===== src/hdl/owsed_pkg.sv =====
package owsed_pkg;

    localparam int WINDOW_DEPTH = 32;
    localparam int AW = $clog2(WINDOW_DEPTH);
    localparam int CW = $clog2(WINDOW_DEPTH + 1);
    localparam int SW = CW + 1;
    localparam int ENTRY_W = 96;
    localparam logic [30:0] EPS_RESET = 31'd8;

    typedef struct packed {
        logic [31:0] lat;
        logic [31:0] lon;
        logic [31:0] stamp;
        logic        last;
        logic        first;
    } item_t;

    typedef struct packed {
        logic [31:0] idx;
        logic        forced;
        logic        eot;
    } result_t;

    typedef enum logic [4:0] {
        ST_IDLE, ST_CHECK, ST_RD_E, ST_LD_E, ST_EPSD, ST_RSQ0, ST_RSQ1, ST_RSQ2,
        ST_RD_M, ST_LD_M, ST_XM0, ST_XM1, ST_YM0, ST_YM1, ST_ABS,
        ST_XSQ0, ST_XSQ1, ST_XSQ2, ST_YSQ0, ST_YSQ1, ST_YSQ2, ST_CMP,
        ST_FIN, ST_RD_K, ST_LD_K, ST_DONE
    } state_t;

    function automatic logic [32:0] mag33(input logic [32:0] v);
        return v[32] ? (~v + 33'd1) : v;
    endfunction

    function automatic logic [67:0] mag68(input logic [67:0] v);
        return v[67] ? (~v + 68'd1) : v;
    endfunction

endpackage


===== src/hdl/owsed_front.sv =====
module owsed_front
    import owsed_pkg::*;
(
    input  logic               clk,
    input  logic               rst_n,
    input  logic               in_valid,
    output logic               in_stall,
    input  logic signed [31:0] lat,
    input  logic signed [31:0] lon,
    input  logic        [31:0] stamp,
    input  logic               final_point,
    output logic               q_valid,
    output item_t              q_item,
    input  logic               q_pop
);

    item_t      slot_reg [2];
    logic [1:0] count_reg;
    logic       wr_ptr_reg;
    logic       rd_ptr_reg;
    logic       first_reg;
    logic       accept;
    logic       pop;
    item_t      new_item;

    assign in_stall = (count_reg == 2'd2);
    assign accept   = in_valid && !in_stall;
    assign q_valid  = (count_reg != 2'd0);
    assign pop      = q_pop && q_valid;
    assign q_item   = slot_reg[rd_ptr_reg];

    // first point of a track: reset, or the item after a final point
    always_comb
    begin
        new_item.lat   = lat;
        new_item.lon   = lon;
        new_item.stamp = stamp;
        new_item.last  = final_point;
        new_item.first = first_reg;
    end

    always_ff @(posedge clk or negedge rst_n)
    begin
        if (!rst_n)
        begin
            count_reg  <= 2'd0;
            wr_ptr_reg <= 1'b0;
            rd_ptr_reg <= 1'b0;
            first_reg  <= 1'b1;
        end
        else
        begin
            if (accept)
            begin
                wr_ptr_reg <= !wr_ptr_reg;
                first_reg  <= final_point;
            end
            if (pop)
            begin
                rd_ptr_reg <= !rd_ptr_reg;
            end
            if (accept && !pop)
            begin
                count_reg <= count_reg + 2'd1;
            end
            else if (pop && !accept)
            begin
                count_reg <= count_reg - 2'd1;
            end
        end
    end

    always_ff @(posedge clk)
    begin
        if (accept)
        begin
            slot_reg[wr_ptr_reg] <= new_item;
        end
    end

endmodule


===== config.mk =====
export PLATFORM = sky130hd
export DESIGN_NAME = owsed_front
export DESIGN_NICKNAME = d
export VERILOG_FILES = /design/src/hdl/owsed_pkg.sv /design/src/hdl/owsed_front.sv
export SDC_FILE = /design/constraint.sdc
export NUM_CORES = 1
export LEC_CHECK = 0
export BUFFER_PORTS_ARGS = -buffer_cell sky130_fd_sc_hd__buf_4
export CORE_UTILIZATION = 30
export DETAILED_ROUTE_END_ITERATION = 10
export PLACE_DENSITY_LB_ADDON = 0.08
export REMOVE_ABC_BUFFERS = 1
export SETUP_SLACK_MARGIN = 0.5
export SLEW_MARGIN = 0
export SYNTH_ARGS = -nofsm -noshare
export SYNTH_HDL_FRONTEND = slang
export SYNTH_SLANG_ARGS = --single-unit

===== constraint.sdc =====
create_clock -name clk -period 11.7 [get_ports clk]
set_clock_uncertainty 0.05 [all_clocks]
set_input_delay 1.755 -clock clk [delete_from_list [all_inputs] [get_ports clk]]
set_output_delay 1.755 -clock clk [all_outputs]
set_load 0.1 [all_outputs]

==> results.md, run 1 <==
* DIE WIDTH at 158.4 um
* Max-Cap Viols at 0
* Slowest CP cell: dfrtp_4
* Total global routing overflow at 0
* Setup CP Type: register to primary output
* Routed Antenna Nets at 0
* Fin crit period at 4.647 ns
* Residual DRC at 0
* Worst-path cell chain: buf_4 > mux2_2 > buf_4
* Critical Path Start Type: register
* Yosys reg bits at 201
* CP endpoint kind: primary output
* Number of synthesis warnings at 0
* DIE AREA at 25080 um2
* Final period util at 39.72%
* Worst slew pin tran at 0.8129 ns
* Rows at 56
* Setup tns final at 0 ns
* Fillers at 2140
* IO Pins at 201
* Max reg flops at 196
* Final hold violation count at 0
* Via Count at 3685
* Iteration-0 DRC Markers at 127
* Rel. slew slack at 45.81%
* Final Setup Violations at 0
* Synthesized instance count at 326
* Overall routing resource usage at 11.42%
* Crit path max fanout at 53
* Initial antenna violation count at 0
* Most frequent cells in the layout: buf_4, edfxtp_1, mux2_2, clkbuf_16, mux2_4
* Setup slack, reg-to-reg at 9.24 ns
* Via density at 4.192
* CP required at 9.90 ns
* Max clock buf depth at 3
* Post-CTS sizing at 0
* RSZ-0062 raised after global routing: false
* Netlist Area Pre-Place at 7336 um2
* Outcome: completed
* Worst hold stages at 1
* Core ar. at 23750 um2
* Global-route wire length before repair at 21.42 mm
* Clock Pin Slew Worst Setup and Hold Paths at 0.06 ns
* Buf+Inv Stages, Crit Path at 2
* FMAX at 215.2 MHz
* Final #Nets at 646
* Clk sink count at 201
* Layout cells sized above 1 at 60.36%
* Min-delay src: count_reg[1]$_DFFE_PN0P_
* Hold-fix buffers at CTS at 0
* Arrival time worst endpoint at 2.84 ns
* Most common cell after layout, fill and taps aside: buf_4
* Largest net degree at the start of global routing at 56
* RR Startpoint: count_reg[0]$_DFFE_PN0P_
* PortBufs at 200
* Syn-to-layout area delta at 34.91%
* Sequential share of the synthesized area at 81.95%
* Most used cell, CP: buf_4
* Worst min-delay path endpoint: count_reg[1]$_DFFE_PN0P_
* Hold Crit Class: register to register
* Gpl congestion at 0.6538
* Antenna cells at 0
* CP peak stage delay at 0.88 ns
* H-tree levels at 1
* Top delay family on crit path: buffers and inverters
* First-pass DRT Iterations at 4
* CTS tree: built
* FF-to-FF path depth at 3
* Chip height at 158.4 um
* Initial core utilization at 30.88%
* Syn_area_per_cell at 22.50 um2
* Number of global-route vias before repair at 3920
* RR Endpoint: slot_reg[1][62]$_DFFE_PP_
* Drt total wl at 14.70 mm
* Clock Latency Late Sink at 0.49 ns
* # Post-CTS Setup Buffers at 0
* Detailed placer's ending HPWL at 9.157 mm
* CTS Buf Count at 23
* WL per Instance at 16.72 um
* Count of cell types in the netlist at 16
* Max-slew violation count at 0
* Clock root buffer: clkbuf_16
[how the worst max path moves through the flow]
stage | start | endpoint | slack (ns) | cells past startpoint
after floorplan | in_valid | slot_reg[0][0]$_DFFE_PP_ | 5.15 | 2
after global routing | rd_ptr_reg$_DFFE_PN0P_ | q_item[26] | 6.86 | 3
after CTS | rd_ptr_reg$_DFFE_PN0P_ | q_item[26] | 6.91 | 3
after detailed placement | rd_ptr_reg$_DFFE_PN0P_ | q_item[26] | 7.45 | 3
after global placement | rd_ptr_reg$_DFFE_PN0P_ | q_item[26] | 7.49 | 3
final | rd_ptr_reg$_DFFE_PN0P_ | q_item[26] | 7.05 | 3
[metal layers]
layer / wire length (um) / share of wire (%) / GRT usage (%)
met1: 5685 / 39 / 12.74
met2: 7385 / 50 / 19.99
met3: 1169 / 8.0 / 3.892
met4: 457 / 3.1 / 4.396
met5: 0 / 0 / 0
[per-stage QoR]
stage	setup slack, ns	instance area [um2]	hold slack (ns)	util (%)	instances
CTS	6.906	9897	0.4574	41.67	879
detailed placement	7.450	9209	0.4426	38.77	838
global route	6.861	9897	0.4817	41.67	879
floorplan	5.148	7262	0.4059	-	315
global placement	7.491	9209	0.4299	38.77	838
finish	7.053	9897	0.4517	41.67	879
[synthesized netlist by cell type (all sizes together)]
| cell | number | share of area (%) |
|---|---|---|
| mux2 | 99 | 16 |
| nand2 | 2 | 0.10 |
| buf | 11 | 1.0 |
| inv | 2 | 0.10 |
| nand2b | 1 | 0.085 |
| dfrtp | 4 | 1.4 |
| dfstp | 1 | 0.36 |
| nor2 | 2 | 0.10 |
| and3 | 1 | 0.085 |
| xor2 | 2 | 0.24 |
| or2 | 1 | 0.085 |
| ha | 1 | 0.17 |
| xnor2 | 3 | 0.36 |
| edfxtp | 196 | 80 |
[cell type report]
class	count	area [um2]	share of cell area (%)
clock buffer	30	611.8	6.182
clock inverter	11	76.32	0.7712
inverter	2	7.507	0.07585
multi-input combinational	112	1255	12.68
sequential	201	6016	60.78
tap	319	399.1	4.033
timing repair buffer	204	1531	15.47
[kinds of logic (layout without fill, tap and decap cells)]
group | count (synthesis) | after routing | synth area share, %
flops | 201 | 201 | 81.95
mux | 99 | 99 | 15.71
buf+inv | 13 | 247 | 1.109
simple gates | 7 | 7 | 0.4608
xor+xnor | 5 | 5 | 0.5971
fa+ha+maj | 1 | 1 | 0.1705
Power of run 1 is left out: the tool's default activity adds up to more than one toggle a clock period on the data nets, which glitch-free logic cannot reach.
==> run 2, diff against run 1 <==
--- a/config.mk
+++ b/config.mk
@@ -5,6 +5,7 @@
 export SDC_FILE = /design/constraint.sdc
 export NUM_CORES = 1
 export LEC_CHECK = 0
+export ABC_AREA = 1
 export BUFFER_PORTS_ARGS = -buffer_cell sky130_fd_sc_hd__buf_4
 export CORE_UTILIZATION = 30
 export DETAILED_ROUTE_END_ITERATION = 10
==> constraint.sdc (replaced) <==
create_clock -name clk -period 4.7 [get_ports clk]
set_clock_uncertainty 0.05 [all_clocks]
set_input_delay 0.705 -clock clk [delete_from_list [all_inputs] [get_ports clk]]
set_output_delay 0.705 -clock clk [all_outputs]
set_load 0.1 [all_outputs]
==> results.md, run 2 <==
* Overall routing resource usage at 13.19% (+1.8 points)
* Most frequent cells in the layout: nand2_1, buf_4, edfxtp_1, clkbuf_16
* Routed Antenna Nets at 0 (unchanged)
* Layout cells sized above 1 at 31.18% (-29 points)
* Max-Cap Viols at 0 (unchanged)
* Ys flop type: edfxtp_1
* RR Endpoint: slot_reg[0][82]$_DFFE_PP_
* Clock Latency Late Sink at 0.51 ns (+0.02 ns)
* Clock root buffer: clkbuf_16
* Fraction of registers with async set/reset at 2.488% (unchanged)
* DIE AREA at 25230 um2 (+0.59%)
* H-tree levels at 1 (unchanged)
* Clk sink count at 201 (unchanged)
* Clock Pin Slew Worst Setup and Hold Paths at 0.06 ns (about the same)
* Critical Path Start Type: register
* FF-to-FF path depth at 6 (+3)
* Number of global-route vias before repair at 4674 (+19%)
* Min-delay src: lat[13]
* CTS tree: built
* # Post-CTS Setup Buffers at 0 (unchanged)
* Outcome: completed
* WL met3 at 1.433 mm (+23%)
* Worst min-delay path endpoint: slot_reg[0][79]$_DFFE_PP_
* Final period util at 73.94%
* Global-route wire length before repair at 25.76 mm (+20%)
* Yosys reg bits at 201 (unchanged)
* Syn_area_per_cell at 13.49 um2 (-40%)
* Most frequent cell after synthesis: nand2_1
* Crit path max fanout at 99 (+87%)
* Detailed placer's ending HPWL at 10.20 mm (+11%)
* Arrival time worst endpoint at 2.72 ns (-0.12 ns)
* Post-synthesis mux area share at 0% (-16 points)
* Setup slack, reg-to-reg at 2.36 ns (-6.88 ns)
* Yosys top cell area share at 79.76% (-0.48 points)
* Synth Area in XOR/XNOR at 0.1187% (-0.48 points)
* RR Startpoint: count_reg[1]$_DFFE_PN0P_
* Largest net degree at the start of global routing at 100 (+79%)
* Final hold violation count at 0 (unchanged)
* Gpl congestion at 0.7356 (+13%)
* Drt total wl at 16.70 mm (+14%)
* Sequential share of the synthesized area at 81.47% (-0.49 points)
* Via density at 4.148 (-1.1%)
* Compound-gate portion of the synthesized area at 0.06782% (+0.068 points)
* Initial core utilization at 30.43% (-0.45 points)
* RSZ-0062 raised after global routing: false
* Post-Route M1 WL at 7.015 mm (+23%)
* Synthesized instance count at 547 (+68%)
* Met2 WL at 7.930 mm (+7.4%)
* Initial antenna violation count at 1 (+1)
* Final Setup Violations at 0 (unchanged)
* Main combinational cell family by area after synthesis: simple AND/OR/NAND/NOR gates
* Top cells by area, synth: edfxtp_1, nand2_1, dfrtp_1
* Setup CP Type: register to primary output
* Core ar. at 24250 um2 (+2.1%)
* Post-synth EDFFs at 196 (unchanged)
* Chip height at 158.8 um (+0.29%)
* IO Pins at 201 (unchanged)
* Area share of fa/ha/maj cells after synthesis at 0.1695% (-0.0010 points)
* Count of cell types in the netlist at 15 (-1)
* First-pass DRT Iterations at 5 (+1)
* Rel. slew slack at 26.39% (-19 points)
* Max clock buf depth at 3 (unchanged)
* Via Count at 4554 (+24%)
* Max-slew violation count at 0 (unchanged)
* CP required at 3.94 ns (-5.96 ns)
* Total global routing overflow at 0 (unchanged)
* DR top layer: met4
* Max reg flops at 196 (unchanged)
* DIE WIDTH at 158.8 um (+0.29%)
* Number of synthesis warnings at 0 (unchanged)
* PortBufs at 200 (unchanged)
* CTS Buf Count at 23 (unchanged)
* Final #Nets at 859 (+33%)
* Worst slew pin tran at 1.104 ns (+0.2913 ns)
* Netlist Area Pre-Place at 7380 um2 (+0.60%)
* Simple-Gate Fraction of Synth Area at 16.04% (+16 points)
* WL per Instance at 15.21 um (-9.0%)
* Most common cell after layout, fill and taps aside: nand2_1
* Syn-to-layout area delta at 34.59%
* Residual DRC at 0 (unchanged)
* Commonest cells in the netlist: nand2_1, edfxtp_1, buf_2
* FMAX at 287.7 MHz
* Fin crit period at 3.475 ns
* CP endpoint kind: primary output
* Hold Crit Class: input pin to register
* Area leader, netlist: edfxtp_1
* Rows at 57 (+1.8%)
* Worst hold stages at 1 (unchanged)
* Iteration-0 DRC Markers at 234 (+84%)
* Setup tns final at 0 ns (unchanged)
## run 2: changes by cell type after synthesis, sizes merged, moves of 2 or more
cell | previous run | this run
buf | 11 | 21
inv | 2 | 8
mux2 | 99 | 0
nand2 | 2 | 308
nand3 | 0 | 2
xnor2 | 3 | 1
xor2 | 2 | 0
## run 2: repair_timing
action / CTS / global route
resized for setup: 0 / 0
hold buffers: 1 / 0
endpoints found under the hold margin: 4 / 0
## run 2: worst max-delay path: stages, from the launching register on
cell and delay [ns]:
dfrtp_4 0.71, inv_4 0.86, nand2_1 0.11, nand2_1 0.13, buf_4 0.30
## run 2: how the worst max path moves through the flow
stage,startpoint,endpoint,depth (start not counted)
floorplan,in_valid,slot_reg[1][0]$_DFFE_PP_,2
detailed placement,rd_ptr_reg$_DFFE_PN0P_,q_item[35],4
global placement,rd_ptr_reg$_DFFE_PN0P_,q_item[61],4
global route,rd_ptr_reg$_DFFE_PN0P_,q_item[45],4
finish,rd_ptr_reg$_DFFE_PN0P_,q_item[35],4
CTS,rd_ptr_reg$_DFFE_PN0P_,q_item[35],4
## run 2: cell families after synthesis
group	Yosys count
buf+inv	29
simple gates	314
xor+xnor	1
compound gates	1
fa+ha+maj	1
flops	201
## run 2: area by class of cell
class	count	area, um2
fillers	2334	14320
flip-flops and latches	201	6016
repair buffers	206	1549
multi-input cells	317	1217
clock buffers	27	590.6
well taps	324	405.4
clock inverters	14	116.4
inverters	8	35.03
diodes	1	2.502
## run 2: metrics by stage
| stage | cells | setup slack, ns | instance area (um2) | hold WS [ns] | utilization, % |
|---|---|---|---|---|---|
| 2_1_floorplan | 526 | -0.8252 | 7254 | 0.3594 | - |
| 3_3_place_gp | 1055 | 1.707 | 9213 | 0.4061 | 37.99 |
| 3_5_place_dp | 1055 | 1.676 | 9213 | 0.4185 | 37.99 |
| 4_1_cts | 1097 | 1.129 | 9930 | 0.3067 | 40.95 |
| 5_1_grt | 1097 | 0.9450 | 9930 | 0.3027 | 40.95 |
| 6_report | 1098 | 1.225 | 9932 | 0.3261 | 40.96 |
## run 2: metal layers
metal	vias to the layer above	track usage [%]
met1	2108	16.24
met4	0	3.089
met3	24	4.911
met5	-	0
li1	2267	-
met2	155	21.87
Power of run 2 is left out for the same reason.
==> run 3, diff against run 2 <==
==> constraint.sdc (replaced) <==
create_clock -name clk -period 2.88 [get_ports clk]
set_clock_uncertainty 0.05 [all_clocks]
set_input_delay 0.432 -clock clk [delete_from_list [all_inputs] [get_ports clk]]
set_output_delay 0.432 -clock clk [all_outputs]
set_load 0.1 [all_outputs]
==> results.md, run 3 (synthesis results as in run 2) <==
* Global-route wire length before repair at 26.99 mm (+4.8%)
* Arrival time worst endpoint at 1.83 ns (-0.89 ns)
* Most common cell after layout, fill and taps aside: nand2_1
* Initial core utilization at 30.43% (unchanged)
* Final hold violation count at 0 (unchanged)
* CTS tree: built
* CP peak stage delay at 0.57 ns (-0.29 ns)
* Critical Path Start Type: register
* Min-delay src: lon[11]
* Overall routing resource usage at 13.81% (+0.62 points)
* Worst hold stages at 1 (unchanged)
* CTS Buf Count at 24 (+4.3%)
* Top delay family on crit path: buffers and inverters
* Max clock buf depth at 3 (unchanged)
* Most used cell, CP: nand2_1
* Initial antenna violation count at 0 (-1)
* Final Setup Violations at 0 (unchanged)
* Number of global-route vias before repair at 4842 (+3.6%)
* Slowest CP cell: dfrtp_4
* Residual DRC at 0 (unchanged)
* Drt total wl at 17.78 mm (+6.4%)
* FMAX at 433.4 MHz
* DIE WIDTH at 158.8 um (unchanged)
* Fin cells at 1107 (+0.82%)
* Hold Slack at 0.06127 ns (-0.2648 ns)
* Final period util at 80.11%
* Outcome: completed
* IO Pins at 201 (unchanged)
* Setup CP Type: register to primary output
* Via Count at 4653 (+2.2%)
* RSZ-0062 raised after global routing: true
* Max-slew violation count at 0 (unchanged)
* Worst slew pin tran at 0.6380 ns (-0.4662 ns)
* FF-to-FF path depth at 4 (-2)
* RR Endpoint: slot_reg[1][60]$_DFFE_PP_
* Setup tns final at 0 ns (unchanged)
* Buf+Inv Stages, Crit Path at 3 (+1)
* Max reg flops at 196 (unchanged)
* CP required at 2.40 ns (-1.54 ns)
* RR Startpoint: count_reg[1]$_DFFE_PN0P_
* H-tree levels at 1 (unchanged)
* Max-Cap Viols at 0 (unchanged)
* Clk sink count at 201 (unchanged)
* Rel. slew slack at 57.47% (+31 points)
* Fin crit period at 2.307 ns
* Core ar. at 24250 um2 (unchanged)
* Total global routing overflow at 0 (unchanged)
* Crit path max fanout at 18 (-82%)
* Clock root buffer: clkbuf_16
* Syn-to-layout area delta at 43.57%
* WL per Instance at 16.06 um (+5.6%)
* Worst min-delay path endpoint: slot_reg[1][45]$_DFFE_PP_
* DIE AREA at 25230 um2 (unchanged)
* Via density at 4.203 (+1.3%)
* Chip height at 158.8 um (unchanged)
* Detailed placer's ending HPWL at 10.13 mm (-0.73%)
* PortBufs at 200 (unchanged)
* Most frequent cells in the layout: nand2_1, edfxtp_1, buf_4, buf_6, clkbuf_16
* Clock Latency Late Sink at 0.50 ns (about the same)
* Rows at 57 (unchanged)
* Hold Crit Class: input pin to register
* Placed cell count at 1057 (+0.19%)
* Util after Layout at 43.69% (+2.7 points)
* First-pass DRT Iterations at 4 (-1)
* Largest net degree at the start of global routing at 56 (-44%)
* CP endpoint kind: primary output
* Clock Pin Slew Worst Setup and Hold Paths at 0.06 ns (about the same)
* Worst-path cell chain: inv_16 > buf_16 > nand2_1 > nand2_1 > buf_4
* Iteration-0 DRC Markers at 277 (+18%)
* Routed Antenna Nets at 0 (unchanged)
* Setup slack, reg-to-reg at 1.04 ns (-1.32 ns)
* Layout cells sized above 1 at 32.18% (+1.0 points)
* Antenna cells at 0 (-1)
* Final #Nets at 868 (+1.0%)
* Gpl congestion at 0.6806 (-7.5%)
-- run 3: cell types whose count changed in the layout (fill, tap and decap cells not counted), moves of 4 or more --
cell,previous run,this run
buf_8,0,7
buf_6,0,55
buf_4,205,133
clkbuf_16,23,27
buf_16,0,4
buf_12,0,11
-- run 3: worst max path at each step --
stage	from	endpoint	slack (ns)	cells after the start
floorplan	count_reg[1]$_DFFE_PN0P_	slot_reg[1][0]$_DFFE_PP_	-2.39	3
global placement	rd_ptr_reg$_DFFE_PN0P_	q_item[62]	0.78	5
detailed placement	rd_ptr_reg$_DFFE_PN0P_	q_item[62]	0.77	5
CTS	rd_ptr_reg$_DFFE_PN0P_	q_item[20]	0.50	5
global route	rd_ptr_reg$_DFFE_PN0P_	q_item[89]	0.47	4
finish	rd_ptr_reg$_DFFE_PN0P_	q_item[92]	0.57	5
-- run 3: layer usage --
| layer | wire length, um | vias to the layer above | GRT usage (%) |
|---|---|---|---|
| met5 | 0 | - | 0 |
| met4 | 362 | 0 | 3.795 |
| met3 | 1221 | 23 | 4.154 |
| met2 | 8517 | 140 | 22.83 |
| met1 | 7677 | 2203 | 17.49 |
| li1 | - | 2287 | - |
-- run 3: through the flow --
step	worst slack (ns)	area, um2
floorplan	-2.393	7254
global placement	0.7815	9290
detailed placement	0.7733	9290
CTS	0.5002	10330
global route	0.4724	10600
finish	0.5729	10600
-- run 3: timing repair --
action / in CTS / in global routing
gates resized for setup: 46 / 55
setup buffers: 1 / 0
hold buffers: 1 / 0
gates cloned: 3 / 2
hold endpoints to repair: 5 / 0
endpoints found under the setup margin: 84 / 55
-- run 3: layout make-up --
type,instances,area (um2)
repair buffers,213,2113
clock buffers,29,640.6
repair inverters,1,8.758
inverters,8,48.80
well taps,324,405.4
multi-input cells,317,1217
fillers,2271,13650
flip-flops and latches,201,6016
clock inverters,14,145.1
Power of run 3 is left out for the same reason.
